$ cat config.mk
export PLATFORM = sky130hd
export DESIGN_NAME = cpu_operand_fetch_unit_top_flat
export DESIGN_NICKNAME = d
export VERILOG_FILES = /design/src/cofu_pkg.sv /design/src/cofu_if.sv /design/src/cpu_operand_fetch_unit_top.sv /design/src/cofu_regfile.sv /design/src/cofu_fetch.sv /design/src/flat_wrapper.sv
export VERILOG_INCLUDE_DIRS = /design/src /design/src/src
export SDC_FILE = /design/constraint.sdc
export NUM_CORES = 1
export LEC_CHECK = 0
export BUFFER_PORTS_ARGS = -buffer_cell sky130_fd_sc_hd__buf_2
export CAP_MARGIN = 10
export CORE_MARGIN = 2
export CORE_UTILIZATION = 55
export DETAILED_ROUTE_END_ITERATION = 10
export HOLD_SLACK_MARGIN = 0.02
export PLACE_DENSITY_LB_ADDON = 0.25
export SLEW_MARGIN = 10
export SYNTH_ARGS = -nofsm -noshare
export SYNTH_HDL_FRONTEND = slang
export SYNTH_SLANG_ARGS = --single-unit
$ cat constraint.sdc
create_clock -name clk_i -period 11.75 [get_ports clk_i]
set_input_delay 1.175 -clock clk_i [delete_from_list [all_inputs] [get_ports clk_i]]
set_output_delay 1.175 -clock clk_i [all_outputs]
set_load 0.05 [all_outputs]
$ cat src/cpu_operand_fetch_unit_top_defines.svh
// Assertion macros for the operand-fetch unit.
// The default form checks on the rising edge of clk_i and is switched off while rst_ni is low.
// The ALWAYS form also checks while the block is in reset.
`ifndef CPU_OPERAND_FETCH_UNIT_TOP_DEFINES_SVH
`define CPU_OPERAND_FETCH_UNIT_TOP_DEFINES_SVH
`ifndef SYNTHESIS
`define COFU_ASSERT(lbl, prop) \
  lbl: assert property (@(posedge clk_i) disable iff (!rst_ni) prop) \
    else $error("operand fetch unit assertion failed");
`define COFU_ASSERT_ALWAYS(lbl, prop) \
  lbl: assert property (@(posedge clk_i) prop) \
    else $error("operand fetch unit assertion failed");
`else
`define COFU_ASSERT(lbl, prop)
`define COFU_ASSERT_ALWAYS(lbl, prop)
`endif
`endif

$ cat src/cofu_pkg.sv
`timescale 1ns / 1ps

package cofu_pkg;

  typedef enum logic [1:0] {
    OP_START = 2'd0,
    OP_DATA  = 2'd1,
    OP_WRITE = 2'd2,
    OP_READ  = 2'd3
  } op_e;

  typedef enum logic [1:0] {
    KIND_REQ  = 2'd0,
    KIND_DONE = 2'd1,
    KIND_REG  = 2'd2
  } kind_e;

  typedef enum logic [3:0] {
    PH_IDLE  = 4'b0001,
    PH_ONE   = 4'b0010,
    PH_TWO   = 4'b0100,
    PH_THREE = 4'b1000
  } phase_e;

  // Addressing modes.
  localparam logic [4:0] MODE_IMPLIED    = 5'd0;
  localparam logic [4:0] MODE_U8         = 5'd1;
  localparam logic [4:0] MODE_U16        = 5'd2;
  localparam logic [4:0] MODE_REG        = 5'd3;
  localparam logic [4:0] MODE_IND_DST    = 5'd4;
  localparam logic [4:0] MODE_IND_SRC    = 5'd5;
  localparam logic [4:0] MODE_IND_RMW    = 5'd6;
  localparam logic [4:0] MODE_IND_DST_U8 = 5'd7;
  localparam logic [4:0] MODE_INC_DST    = 5'd8;
  localparam logic [4:0] MODE_DEC_DST    = 5'd9;
  localparam logic [4:0] MODE_INC_SRC    = 5'd10;
  localparam logic [4:0] MODE_DEC_SRC    = 5'd11;
  localparam logic [4:0] MODE_HIGH_U8_RD = 5'd12;
  localparam logic [4:0] MODE_ABS_RD     = 5'd13;
  localparam logic [4:0] MODE_HIGH_U8_WR = 5'd14;
  localparam logic [4:0] MODE_ABS_WR     = 5'd15;
  localparam logic [4:0] MODE_SP_OFS     = 5'd16;
  localparam logic [4:0] MODE_HIGH_DST   = 5'd17;
  localparam logic [4:0] MODE_HIGH_SRC   = 5'd18;

  // Register codes. Codes 12, 14 and 15 all select SP.
  localparam logic [3:0] REG_A  = 4'd0;
  localparam logic [3:0] REG_F  = 4'd1;
  localparam logic [3:0] REG_B  = 4'd2;
  localparam logic [3:0] REG_C  = 4'd3;
  localparam logic [3:0] REG_D  = 4'd4;
  localparam logic [3:0] REG_E  = 4'd5;
  localparam logic [3:0] REG_H  = 4'd6;
  localparam logic [3:0] REG_L  = 4'd7;
  localparam logic [3:0] REG_AF = 4'd8;
  localparam logic [3:0] REG_BC = 4'd9;
  localparam logic [3:0] REG_DE = 4'd10;
  localparam logic [3:0] REG_HL = 4'd11;
  localparam logic [3:0] REG_SP = 4'd12;
  localparam logic [3:0] REG_PC = 4'd13;

  localparam logic [7:0]  F_MASK    = 8'hF0;
  localparam logic [15:0] PAGE_BASE = 16'hFF00;
  localparam int unsigned FLAG_H_BIT = 5;
  localparam int unsigned FLAG_C_BIT = 4;

  typedef struct packed {
    op_e         opcode;
    logic [4:0]  mode;
    logic [3:0]  src_reg;
    logic [3:0]  dst_reg;
    logic [15:0] write_value;
    logic [7:0]  read_data;
  } in_item_t;

  typedef struct packed {
    kind_e       kind;
    logic [15:0] bus_address;
    logic [15:0] fetched_value;
    logic [15:0] dest_address;
    logic        dest_in_memory;
    logic [1:0]  extra_cycles;
    logic [15:0] register_value;
  } out_item_t;

  // Register file write port.
  typedef struct packed {
    logic        en;
    logic [3:0]  idx;
    logic [15:0] value;
  } rf_wr_t;

  // Register file read port indexes and the values they return.
  typedef struct packed {
    logic [3:0] a;
    logic [3:0] b;
  } rf_idx_t;

  typedef struct packed {
    logic [15:0] a;
    logic [15:0] b;
    logic [15:0] sp;
    logic [15:0] pc;
  } rf_rd_t;

  function automatic logic [1:0] mode_extra_cycles(logic [4:0] mode);
    logic [1:0] cyc;
    unique case (mode)
      MODE_U8, MODE_IND_SRC, MODE_IND_RMW, MODE_IND_DST_U8,
      MODE_INC_SRC, MODE_DEC_SRC, MODE_HIGH_U8_WR, MODE_HIGH_SRC: cyc = 2'd1;
      MODE_U16, MODE_HIGH_U8_RD, MODE_ABS_WR, MODE_SP_OFS:         cyc = 2'd2;
      MODE_ABS_RD:                                                 cyc = 2'd3;
      default:                                                     cyc = 2'd0;
    endcase
    return cyc;
  endfunction

  function automatic logic mode_dest_in_memory(logic [4:0] mode);
    logic mem;
    unique case (mode)
      MODE_IND_DST, MODE_IND_RMW, MODE_IND_DST_U8, MODE_INC_DST, MODE_DEC_DST,
      MODE_HIGH_U8_WR, MODE_ABS_WR, MODE_HIGH_DST: mem = 1'b1;
      default:                                      mem = 1'b0;
    endcase
    return mem;
  endfunction

  // Value a register reads back right after it is written with v.
  function automatic logic [15:0] reg_after_write(logic [3:0] idx, logic [15:0] v);
    logic [15:0] r;
    unique case (idx)
      REG_F:                               r = {8'h00, v[7:0] & F_MASK};
      REG_A, REG_B, REG_C, REG_D, REG_E,
      REG_H, REG_L:                        r = {8'h00, v[7:0]};
      REG_AF:                              r = {v[15:8], v[7:0] & F_MASK};
      default:                             r = v;
    endcase
    return r;
  endfunction

endpackage

$ cat src/cofu_if.sv
`timescale 1ns / 1ps

// Input channel: one item per transfer.
interface cofu_in_if;
  logic        valid;
  logic        ready;
  logic [1:0]  opcode;
  logic [4:0]  mode;
  logic [3:0]  src_reg;
  logic [3:0]  dst_reg;
  logic [15:0] write_value;
  logic [7:0]  read_data;

  modport source (
    output valid, opcode, mode, src_reg, dst_reg, write_value, read_data,
    input  ready
  );
  modport sink (
    input  valid, opcode, mode, src_reg, dst_reg, write_value, read_data,
    output ready
  );
endinterface

// Result channel: one result item per transfer.
interface cofu_out_if;
  logic        valid;
  logic        ready;
  logic [1:0]  kind;
  logic [15:0] bus_address;
  logic [15:0] fetched_value;
  logic [15:0] dest_address;
  logic        dest_in_memory;
  logic [1:0]  extra_cycles;
  logic [15:0] register_value;

  modport source (
    output valid, kind, bus_address, fetched_value, dest_address, dest_in_memory,
           extra_cycles, register_value,
    input  ready
  );
  modport sink (
    input  valid, kind, bus_address, fetched_value, dest_address, dest_in_memory,
           extra_cycles, register_value,
    output ready
  );
endinterface

$ cat src/cpu_operand_fetch_unit_top.sv
`timescale 1ns / 1ps
// Channel  | Direction | Transfer carries
// in_i     | sink      | opcode, mode, src_reg, dst_reg, write_value, read_data
// out_o    | source    | kind, bus_address, fetched_value, dest_address, dest_in_memory,
//          |           | extra_cycles, register_value
//
// An accepted item sits in the input register and is processed by the fetch logic and
// the register file in a cycle in which the output register can take its result; the
// result is loaded into the output register at the edge that ends that cycle.
// One item is processed every cycle as long as the output register is free or drained.
// The reset is asynchronous and active low; it clears the valid flags, all CPU registers,
// SP, PC, the fetch phase and both accumulators. A stalled output holds the result and
// stops processing, and the input register then fills and drops in_i.ready.

`include "cpu_operand_fetch_unit_top_defines.svh"

module cpu_operand_fetch_unit_top import cofu_pkg::*; (
  input  logic clk_i,
  input  logic rst_ni,
  cofu_in_if.sink    in_i,
  cofu_out_if.source out_o
);

  logic      in_vld_q;
  in_item_t  in_item_q;
  logic      out_vld_q;
  out_item_t out_item_q;
  logic      fire;
  logic      res_vld;
  out_item_t res;
  rf_idx_t   rf_idx;
  rf_wr_t    rf_wr;
  rf_rd_t    rf_rd;

  // The held item is processed when the output register can take its result.
  // Items that make no result still wait for a free slot, which keeps the rule simple.
  assign fire       = in_vld_q && (!out_vld_q || out_o.ready);
  assign in_i.ready = !in_vld_q || fire;

  always_ff @(posedge clk_i or negedge rst_ni) begin
    if (!rst_ni) begin
      in_vld_q <= 1'b0;
    end else if (in_i.valid && in_i.ready) begin
      in_vld_q <= 1'b1;
    end else if (fire) begin
      in_vld_q <= 1'b0;
    end
  end

  always_ff @(posedge clk_i) begin
    if (in_i.valid && in_i.ready) begin
      in_item_q.opcode      <= op_e'(in_i.opcode);
      in_item_q.mode        <= in_i.mode;
      in_item_q.src_reg     <= in_i.src_reg;
      in_item_q.dst_reg     <= in_i.dst_reg;
      in_item_q.write_value <= in_i.write_value;
      in_item_q.read_data   <= in_i.read_data;
    end
  end

  cofu_regfile u_regfile (
    .clk_i  (clk_i),
    .rst_ni (rst_ni),
    .idx_i  (rf_idx),
    .wr_i   (rf_wr),
    .rd_o   (rf_rd)
  );

  cofu_fetch u_fetch (
    .clk_i     (clk_i),
    .rst_ni    (rst_ni),
    .step_i    (fire),
    .item_i    (in_item_q),
    .rf_rd_i   (rf_rd),
    .rf_idx_o  (rf_idx),
    .rf_wr_o   (rf_wr),
    .res_vld_o (res_vld),
    .res_o     (res)
  );

  // Output register: loads a new result on a processing cycle that makes one, otherwise
  // empties when the consumer takes the transfer.
  always_ff @(posedge clk_i or negedge rst_ni) begin
    if (!rst_ni) begin
      out_vld_q <= 1'b0;
    end else if (fire && res_vld) begin
      out_vld_q <= 1'b1;
    end else if (out_o.ready) begin
      out_vld_q <= 1'b0;
    end
  end

  always_ff @(posedge clk_i) begin
    if (fire && res_vld) begin
      out_item_q <= res;
    end
  end

  assign out_o.valid          = out_vld_q;
  assign out_o.kind           = out_item_q.kind;
  assign out_o.bus_address    = out_item_q.bus_address;
  assign out_o.fetched_value  = out_item_q.fetched_value;
  assign out_o.dest_address   = out_item_q.dest_address;
  assign out_o.dest_in_memory = out_item_q.dest_in_memory;
  assign out_o.extra_cycles   = out_item_q.extra_cycles;
  assign out_o.register_value = out_item_q.register_value;

  // A stalled result must block processing, or it would be overwritten.
  `COFU_ASSERT(a_no_fire_on_stall, out_vld_q && !out_o.ready |-> !fire)
  // A new result only appears after a processing cycle.
  `COFU_ASSERT(a_result_from_fire, $rose(out_vld_q) |-> $past(fire))
  // A held item stays held until it is processed.
  `COFU_ASSERT(a_item_held, in_vld_q && !fire |=> in_vld_q)
  // Reset leaves no result pending.
  `COFU_ASSERT_ALWAYS(a_reset_empty, !rst_ni |=> !out_vld_q)

endmodule

$ cat src/cofu_regfile.sv
`timescale 1ns / 1ps

module cofu_regfile import cofu_pkg::*; (
  input  logic    clk_i,
  input  logic    rst_ni,
  input  rf_idx_t idx_i,
  input  rf_wr_t  wr_i,
  output rf_rd_t  rd_o
);

  logic [7:0]  byte_q [8];
  logic [15:0] sp_q;
  logic [15:0] pc_q;

  function automatic logic [15:0] reg_get(logic [3:0] idx);
    logic [15:0] v;
    unique case (idx)
      REG_A, REG_F, REG_B, REG_C, REG_D, REG_E, REG_H, REG_L:
                v = {8'h00, byte_q[idx[2:0]]};
      REG_AF:   v = {byte_q[0], byte_q[1]};
      REG_BC:   v = {byte_q[2], byte_q[3]};
      REG_DE:   v = {byte_q[4], byte_q[5]};
      REG_HL:   v = {byte_q[6], byte_q[7]};
      REG_PC:   v = pc_q;
      default:  v = sp_q;
    endcase
    return v;
  endfunction

  assign rd_o.a  = reg_get(idx_i.a);
  assign rd_o.b  = reg_get(idx_i.b);
  assign rd_o.sp = sp_q;
  assign rd_o.pc = pc_q;

  always_ff @(posedge clk_i or negedge rst_ni) begin
    if (!rst_ni) begin
      byte_q <= '{default: 8'h00};
      sp_q   <= 16'h0000;
      pc_q   <= 16'h0000;
    end else if (wr_i.en) begin
      unique case (wr_i.idx)
        REG_A, REG_B, REG_C, REG_D, REG_E, REG_H, REG_L:
                 byte_q[wr_i.idx[2:0]] <= wr_i.value[7:0];
        REG_F:   byte_q[1] <= wr_i.value[7:0] & F_MASK;
        REG_AF: begin
          byte_q[0] <= wr_i.value[15:8];
          byte_q[1] <= wr_i.value[7:0] & F_MASK;
        end
        REG_BC: begin
          byte_q[2] <= wr_i.value[15:8];
          byte_q[3] <= wr_i.value[7:0];
        end
        REG_DE: begin
          byte_q[4] <= wr_i.value[15:8];
          byte_q[5] <= wr_i.value[7:0];
        end
        REG_HL: begin
          byte_q[6] <= wr_i.value[15:8];
          byte_q[7] <= wr_i.value[7:0];
        end
        REG_PC:  pc_q <= wr_i.value;
        default: sp_q <= wr_i.value;
      endcase
    end
  end

endmodule

$ cat src/cofu_fetch.sv
`timescale 1ns / 1ps

module cofu_fetch import cofu_pkg::*; (
  input  logic      clk_i,
  input  logic      rst_ni,
  input  logic      step_i,
  input  in_item_t  item_i,
  input  rf_rd_t    rf_rd_i,
  output rf_idx_t   rf_idx_o,
  output rf_wr_t    rf_wr_o,
  output logic      res_vld_o,
  output out_item_t res_o
);

  phase_e      phase_q, phase_d;
  logic [4:0]  mode_q, mode_d;
  logic [3:0]  lat_rd_q, lat_rd_d;
  logic [15:0] opnd_q, opnd_d;
  logic [15:0] addr_q, addr_d;

  logic        req_en, done_en, reg_en;
  logic [15:0] req_addr, reg_val;
  logic        wr_en;
  logic [3:0]  wr_idx;
  logic [15:0] wr_val;
  logic [7:0]  b;
  logic [15:0] ofs, sp_sum, carries;

  assign b = item_i.read_data;

  // Port a always reads the source; port b reads the latched destination on a bus return.
  assign rf_idx_o.a = item_i.src_reg;
  assign rf_idx_o.b = (item_i.opcode == OP_DATA) ? lat_rd_q : item_i.dst_reg;

  assign ofs     = {{8{b[7]}}, b};
  assign sp_sum  = rf_rd_i.sp + ofs;
  assign carries = sp_sum ^ rf_rd_i.sp ^ ofs;

  always_comb begin
    phase_d  = phase_q;
    mode_d   = mode_q;
    lat_rd_d = lat_rd_q;
    opnd_d   = opnd_q;
    addr_d   = addr_q;
    req_en   = 1'b0;
    req_addr = '0;
    done_en  = 1'b0;
    reg_en   = 1'b0;
    reg_val  = '0;
    wr_en    = 1'b0;
    wr_idx   = REG_A;
    wr_val   = '0;

    unique case (item_i.opcode)
      OP_START: begin
        mode_d   = item_i.mode;
        lat_rd_d = item_i.dst_reg;
        unique case (item_i.mode)
          MODE_U8, MODE_U16, MODE_IND_DST_U8, MODE_HIGH_U8_RD, MODE_ABS_RD,
          MODE_SP_OFS, MODE_HIGH_U8_WR, MODE_ABS_WR: begin
            if (item_i.mode == MODE_HIGH_U8_WR || item_i.mode == MODE_ABS_WR) begin
              opnd_d = rf_rd_i.a;
            end
            req_en   = 1'b1;
            req_addr = rf_rd_i.pc;
            wr_en    = 1'b1;
            wr_idx   = REG_PC;
            wr_val   = rf_rd_i.pc + 16'd1;
          end
          MODE_REG: begin
            opnd_d  = rf_rd_i.a;
            done_en = 1'b1;
          end
          MODE_IND_DST: begin
            addr_d  = rf_rd_i.b;
            opnd_d  = rf_rd_i.a;
            done_en = 1'b1;
          end
          MODE_IND_SRC: begin
            req_en   = 1'b1;
            req_addr = rf_rd_i.a;
          end
          MODE_IND_RMW: begin
            addr_d   = rf_rd_i.a;
            req_en   = 1'b1;
            req_addr = rf_rd_i.a;
          end
          MODE_INC_DST, MODE_DEC_DST: begin
            opnd_d  = rf_rd_i.a;
            addr_d  = rf_rd_i.b;
            wr_en   = 1'b1;
            wr_idx  = item_i.dst_reg;
            wr_val  = (item_i.mode == MODE_INC_DST) ? rf_rd_i.b + 16'd1 : rf_rd_i.b - 16'd1;
            done_en = 1'b1;
          end
          MODE_INC_SRC, MODE_DEC_SRC: begin
            wr_en    = 1'b1;
            wr_idx   = item_i.src_reg;
            wr_val   = (item_i.mode == MODE_INC_SRC) ? rf_rd_i.a + 16'd1 : rf_rd_i.a - 16'd1;
            req_en   = 1'b1;
            req_addr = rf_rd_i.a;
          end
          MODE_HIGH_DST: begin
            opnd_d  = rf_rd_i.a;
            addr_d  = PAGE_BASE + rf_rd_i.b;
            done_en = 1'b1;
          end
          MODE_HIGH_SRC: begin
            addr_d   = PAGE_BASE + rf_rd_i.a;
            req_en   = 1'b1;
            req_addr = PAGE_BASE + rf_rd_i.a;
          end
          default: done_en = 1'b1;
        endcase
        phase_d = req_en ? PH_ONE : PH_IDLE;
      end

      OP_DATA: begin
        if (phase_q != PH_IDLE) begin
          unique case (mode_q)
            MODE_U8, MODE_IND_SRC, MODE_IND_RMW, MODE_INC_SRC, MODE_DEC_SRC,
            MODE_HIGH_SRC: begin
              opnd_d  = {8'h00, b};
              done_en = 1'b1;
            end
            MODE_IND_DST_U8: begin
              opnd_d  = {8'h00, b};
              addr_d  = rf_rd_i.b;
              done_en = 1'b1;
            end
            MODE_U16: begin
              if (phase_q == PH_ONE) begin
                opnd_d   = {8'h00, b};
                req_en   = 1'b1;
                req_addr = rf_rd_i.pc;
                wr_en    = 1'b1;
                wr_idx   = REG_PC;
                wr_val   = rf_rd_i.pc + 16'd1;
                phase_d  = PH_TWO;
              end else begin
                opnd_d  = opnd_q | {b, 8'h00};
                done_en = 1'b1;
              end
            end
            MODE_HIGH_U8_RD: begin
              if (phase_q == PH_ONE) begin
                addr_d   = {PAGE_BASE[15:8], b};
                req_en   = 1'b1;
                req_addr = {PAGE_BASE[15:8], b};
                phase_d  = PH_TWO;
              end else begin
                opnd_d  = {8'h00, b};
                done_en = 1'b1;
              end
            end
            MODE_ABS_RD: begin
              if (phase_q == PH_ONE) begin
                addr_d   = {8'h00, b};
                req_en   = 1'b1;
                req_addr = rf_rd_i.pc;
                wr_en    = 1'b1;
                wr_idx   = REG_PC;
                wr_val   = rf_rd_i.pc + 16'd1;
                phase_d  = PH_TWO;
              end else if (phase_q == PH_TWO) begin
                addr_d   = addr_q | {b, 8'h00};
                req_en   = 1'b1;
                req_addr = addr_q | {b, 8'h00};
                phase_d  = PH_THREE;
              end else begin
                opnd_d  = {8'h00, b};
                done_en = 1'b1;
              end
            end
            MODE_HIGH_U8_WR: begin
              addr_d  = {PAGE_BASE[15:8], b};
              done_en = 1'b1;
            end
            MODE_ABS_WR: begin
              if (phase_q == PH_ONE) begin
                addr_d   = {8'h00, b};
                req_en   = 1'b1;
                req_addr = rf_rd_i.pc;
                wr_en    = 1'b1;
                wr_idx   = REG_PC;
                wr_val   = rf_rd_i.pc + 16'd1;
                phase_d  = PH_TWO;
              end else begin
                addr_d  = addr_q | {b, 8'h00};
                done_en = 1'b1;
              end
            end
            MODE_SP_OFS: begin
              opnd_d  = sp_sum;
              wr_en   = 1'b1;
              wr_idx  = REG_F;
              wr_val  = '0;
              wr_val[FLAG_H_BIT] = carries[4];
              wr_val[FLAG_C_BIT] = carries[8];
              done_en = 1'b1;
            end
            default: phase_d = PH_IDLE;
          endcase
          if (done_en) begin
            phase_d = PH_IDLE;
          end
        end
      end

      OP_WRITE: begin
        wr_en   = 1'b1;
        wr_idx  = item_i.dst_reg;
        wr_val  = item_i.write_value;
        reg_en  = 1'b1;
        reg_val = reg_after_write(item_i.dst_reg, item_i.write_value);
      end

      default: begin
        reg_en  = 1'b1;
        reg_val = rf_rd_i.b;
      end
    endcase
  end

  always_comb begin
    res_o = '0;
    if (req_en) begin
      res_o.kind        = KIND_REQ;
      res_o.bus_address = req_addr;
    end else if (done_en) begin
      res_o.kind           = KIND_DONE;
      res_o.fetched_value  = opnd_d;
      res_o.dest_address   = addr_d;
      res_o.dest_in_memory = mode_dest_in_memory(mode_d);
      res_o.extra_cycles   = mode_extra_cycles(mode_d);
    end else begin
      res_o.kind           = KIND_REG;
      res_o.register_value = reg_val;
    end
  end

  assign res_vld_o    = req_en || done_en || reg_en;
  assign rf_wr_o.en    = step_i && wr_en;
  assign rf_wr_o.idx   = wr_idx;
  assign rf_wr_o.value = wr_val;

  always_ff @(posedge clk_i or negedge rst_ni) begin
    if (!rst_ni) begin
      phase_q  <= PH_IDLE;
      mode_q   <= '0;
      lat_rd_q <= '0;
      opnd_q   <= '0;
      addr_q   <= '0;
    end else if (step_i) begin
      phase_q  <= phase_d;
      mode_q   <= mode_d;
      lat_rd_q <= lat_rd_d;
      opnd_q   <= opnd_d;
      addr_q   <= addr_d;
    end
  end

endmodule

$ cat src/flat_wrapper.sv
// flat-port wrapper written by rule: the top's interface ports become plain ports
module cpu_operand_fetch_unit_top_flat import cofu_pkg::*;
  (clk_i, rst_ni, in_i_valid, in_i_opcode, in_i_mode, in_i_src_reg, in_i_dst_reg, in_i_write_value, in_i_read_data, in_i_ready, out_o_valid, out_o_kind, out_o_bus_address, out_o_fetched_value, out_o_dest_address, out_o_dest_in_memory, out_o_extra_cycles, out_o_register_value, out_o_ready);
  cofu_in_if in_i_i ();
  cofu_out_if out_o_i ();
  input  logic clk_i;
  input  logic rst_ni;
  input wire logic [$bits(in_i_i.valid)-1:0] in_i_valid;
  input wire logic [$bits(in_i_i.opcode)-1:0] in_i_opcode;
  input wire logic [$bits(in_i_i.mode)-1:0] in_i_mode;
  input wire logic [$bits(in_i_i.src_reg)-1:0] in_i_src_reg;
  input wire logic [$bits(in_i_i.dst_reg)-1:0] in_i_dst_reg;
  input wire logic [$bits(in_i_i.write_value)-1:0] in_i_write_value;
  input wire logic [$bits(in_i_i.read_data)-1:0] in_i_read_data;
  output wire logic [$bits(in_i_i.ready)-1:0] in_i_ready;
  output wire logic [$bits(out_o_i.valid)-1:0] out_o_valid;
  output wire logic [$bits(out_o_i.kind)-1:0] out_o_kind;
  output wire logic [$bits(out_o_i.bus_address)-1:0] out_o_bus_address;
  output wire logic [$bits(out_o_i.fetched_value)-1:0] out_o_fetched_value;
  output wire logic [$bits(out_o_i.dest_address)-1:0] out_o_dest_address;
  output wire logic [$bits(out_o_i.dest_in_memory)-1:0] out_o_dest_in_memory;
  output wire logic [$bits(out_o_i.extra_cycles)-1:0] out_o_extra_cycles;
  output wire logic [$bits(out_o_i.register_value)-1:0] out_o_register_value;
  input wire logic [$bits(out_o_i.ready)-1:0] out_o_ready;
  assign in_i_i.valid = in_i_valid;
  assign in_i_i.opcode = in_i_opcode;
  assign in_i_i.mode = in_i_mode;
  assign in_i_i.src_reg = in_i_src_reg;
  assign in_i_i.dst_reg = in_i_dst_reg;
  assign in_i_i.write_value = in_i_write_value;
  assign in_i_i.read_data = in_i_read_data;
  assign in_i_ready = in_i_i.ready;
  assign out_o_valid = out_o_i.valid;
  assign out_o_kind = out_o_i.kind;
  assign out_o_bus_address = out_o_i.bus_address;
  assign out_o_fetched_value = out_o_i.fetched_value;
  assign out_o_dest_address = out_o_i.dest_address;
  assign out_o_dest_in_memory = out_o_i.dest_in_memory;
  assign out_o_extra_cycles = out_o_i.extra_cycles;
  assign out_o_register_value = out_o_i.register_value;
  assign out_o_i.ready = out_o_ready;
  cpu_operand_fetch_unit_top u_core (.clk_i(clk_i), .rst_ni(rst_ni), .in_i(in_i_i), .out_o(out_o_i));
endmodule
==> results.yml <==
clocking:
  clk_latency_ps: 580
  htree_levels: 1
  cts_buffers: 28
  cts_hold_buffers: 0
  cts_max_path_buffers: 3
  cts_setup_buffers: 0
  ctsResizeCount: 0
  cts_root_buf: "clkbuf_16"
  clock_sinks: 251
  clkTransAtPathRegs_ps: 70
  tritoncts: "done"
finish:
  area_delta_synth_final_pct: 10.6
  final_core_util: 0.616
  nNetsFinal: 2267
  n_antenna_cell: 0
  drive_gt1_frac: 0.150
critical_path:
  crit_path_end: "u_core.u_regfile.byte_q[23]$_DFFE_PN0P_"
  cpMaxStageDelayCell: "a41oi_1"
  rrSetupSlack_ps: 5010
  path_buf_inv: 0
  worstPathArrival_ps: 7130
  crit_cells: 14
  worstSetupStartpointType: "register"
  crit_chain: "nand2b_1 -> mux2_4 -> nor2_1 -> a222oi_1 -> a41oi_1 -> ha_1 -> and3_1 -> a21oi_1 -> o21ai_0 -> a31oi_4 -> o31ai_1 -> xor2_1 -> a211oi_1 -> o21ai_0"
  timing.critical_path.mode_cell: "o21ai_0"
  r2r_end: "u_core.u_regfile.byte_q[23]$_DFFE_PN0P_"
  rr_startpoint: "u_core.in_item_q[37]$_DFFE_PP_"
  cpPeakStageDelay_ps: 950
  path_delay_family: "compound AO/OA/AOI/OAI gates"
  rr_worst_depth: 14
  setup.worst_path.class: "reg2reg"
  critPathMaxFanout: 20
  required_ps: 12140
  crit_start: "u_core.in_item_q[37]$_DFFE_PP_"
  end_kind: "register"
timing:
  setup_slack_ps: 5010
  fin_hold_ws_ps: 540
  tightest_slew_ps: 1240
  worst_clock_skew_ps: 21.8
  setup_violations: 0
  timing.final.crit_share: 0.574
  slew_viol_final: 0
  relSlewSlack: 0.169
  fin_crit_ps: 6740
  clock.fmax_ghz: 0.148
  tns_ps: 0
  rsz0062_at_grt: "false"
  hold_violations: 0
floorplanning:
  die_area_mm2: 0.0353
  fp.dieH_um: 188
  coreArea_mm2: 0.0334
  rows: 67
  start_util: 0.557
  die_w_um: 188
  ios: 114
detailed_routing:
  vias_per_cell: 7.24
  wl_um: 79100
  routedWlPerCell_um: 30.0
  drc: 0
  dr_total_vias: 19132
  firstDrtPassIters: 9
  wl_met3_um: 10300
  drt_iter0_drc: 3049
  drtAntennaViolNets: 0
  wirelength_met1_um: 28500
  highest_layer: "met4"
  wl_met2_um: 33700
synth:
  ys.warnings.count: 0
  synth_top_area_share: 0.191
  synth_cells: 2112
  syn_area_mm2: 0.0186
  syn_nets: 2208
  yosysMostFrequentCell: "nand2_1"
  synth_area_leader_cell: "dfrtp_1"
  synth_common_cells: "nand2_1, nor2_1, a21oi_1"
  yosysSeqAreaShare: 0.367
  ys.flop_type: "dfrtp_1"
  syn_area_per_cell_um2: 8.80
  ys_ff_latch: 251
  async_reset_ff_frac: 0.570
  synth.area.top_cells: "dfrtp_1, edfxtp_1, nand2_1"
  synth_cell_types: 100
  synth_edf_count: 108
placement:
  place_worst_setup_slack_ps: 5050
  dpl.hpwl_um: 58000
  io_buffer_count: 113
  gp_congestion: 1.04
global_route:
  grt_first_pass_wirelength_um: 116000
  globalRouteTotalUtil: 0.441
  grt-ovfl-total: 0
  grt_max_degree: 71
  grt_antenna_before_repair: 0
  grt_pass1_vias: 17580
min_path:
  min_path_type: "reg2reg"
pwr:
  leakagePower_uw: 0.00809
  vdd_ir_drop_max_mv: 0.139
  p_per_area_mw_per_mm2: 177
job:
  drv_cap: 0
run_status:
  status: "finished clean"
## layout by cell type, fill, tap and decap left out, drive strengths merged, types with 50 or more instances in the layout
cell,n
a21oi,170
nor2,223
a22oi,71
mux2i,50
nand2,228
dfrtp,142
edfxtp,108
ha,50
o21ai,174
buf,169
## registers in the layout (all words and copies together), names as in the netlist, 5 cells and up
name and count:
u_core.out_o.dest_address 16, u_core.out_o.register_value 16, u_core.out_o.bus_address 16, u_core.u_regfile.sp_q 16, u_core.out_o.fetched_value 16, u_core.u_regfile.pc_q 16, u_core.u_regfile.byte_q 64, u_core.u_fetch.addr_q 16
u_core.u_fetch.mode_q 5, u_core.u_fetch.opnd_q 16, u_core.in_item_q 39
## how the worst min path moves through the flow
| stage | slack (ps) | end | cells past startpoint | start |
|---|---|---|---|---|
| 3_5_place_dp | 530 | u_core.u_fetch.opnd_q[10]$_DFFE_PN0P_ | 2 | u_core.u_fetch.opnd_q[10]$_DFFE_PN0P_ |
| 3_3_place_gp | 510 | u_core.u_fetch.opnd_q[3]$_DFFE_PN0P_ | 2 | u_core.u_fetch.opnd_q[3]$_DFFE_PN0P_ |
| 2_1_floorplan | 470 | u_core.u_fetch.opnd_q[7]$_DFFE_PN0P_ | 2 | u_core.u_fetch.opnd_q[7]$_DFFE_PN0P_ |
| 4_1_cts | 540 | u_core.u_fetch.opnd_q[10]$_DFFE_PN0P_ | 2 | u_core.u_fetch.opnd_q[10]$_DFFE_PN0P_ |
| 6_report | 540 | u_core.u_fetch.opnd_q[10]$_DFFE_PN0P_ | 2 | u_core.u_fetch.opnd_q[10]$_DFFE_PN0P_ |
| 5_1_grt | 570 | u_core.out_o.valid$_DFFE_PN0P_ | 1 | u_core.out_o.valid$_DFFE_PN0P_ |
## cell families (layout without fill, tap and decap cells)
| kind of cell | after synthesis | after routing | share of synthesized area |
|---|---|---|---|
| xor+xnor | 65 | 65 | 0.0318 |
| simple gates | 680 | 680 | 0.166 |
| flops | 251 | 251 | 0.367 |
| compound gates | 774 | 774 | 0.281 |
| buf+inv | 183 | 264 | 0.0393 |
| fa+ha+maj | 53 | 53 | 0.0369 |
| mux | 106 | 106 | 0.0772 |
## tightest hold or removal path, stage by stage, from the launching register on
cell and delay [ps]:
dfrtp_1 380, nand2_1 60, o21ai_0 60
## cell type report
cell class,count,area (um2)
fill,2919,12800
inverter,43,161
sequential,251,6820
tap,448,561
multi-input combinational,1678,11100
clock inverter,18,153
clock buffer,34,754
timing repair buffer,169,992
## where the power goes
part / internal [uW] / total (uW) / switching [uW]
Combinational: 506 / 1430 / 927
Clock: 501 / 883 / 381
Sequential: 1070 / 1310 / 239
## stage by stage
stage,instances,total power (uW),cell area (um2)
final,2641,3630,20600
after global routing,2641,3760,20600
after CTS,2641,3570,20600
after detailed placement,2589,2690,19600
after global placement,2589,2670,19600
after floorplan,2112,2230,18600
## per-layer routing
metal | vias up | GRT usage
met5 | - | 0
met4 | 0 | 0.282
met3 | 368 | 0.108
met2 | 1551 | 0.672
met1 | 9092 | 0.563
li1 | 8121 | -
(Power assumes the default switching activity.)
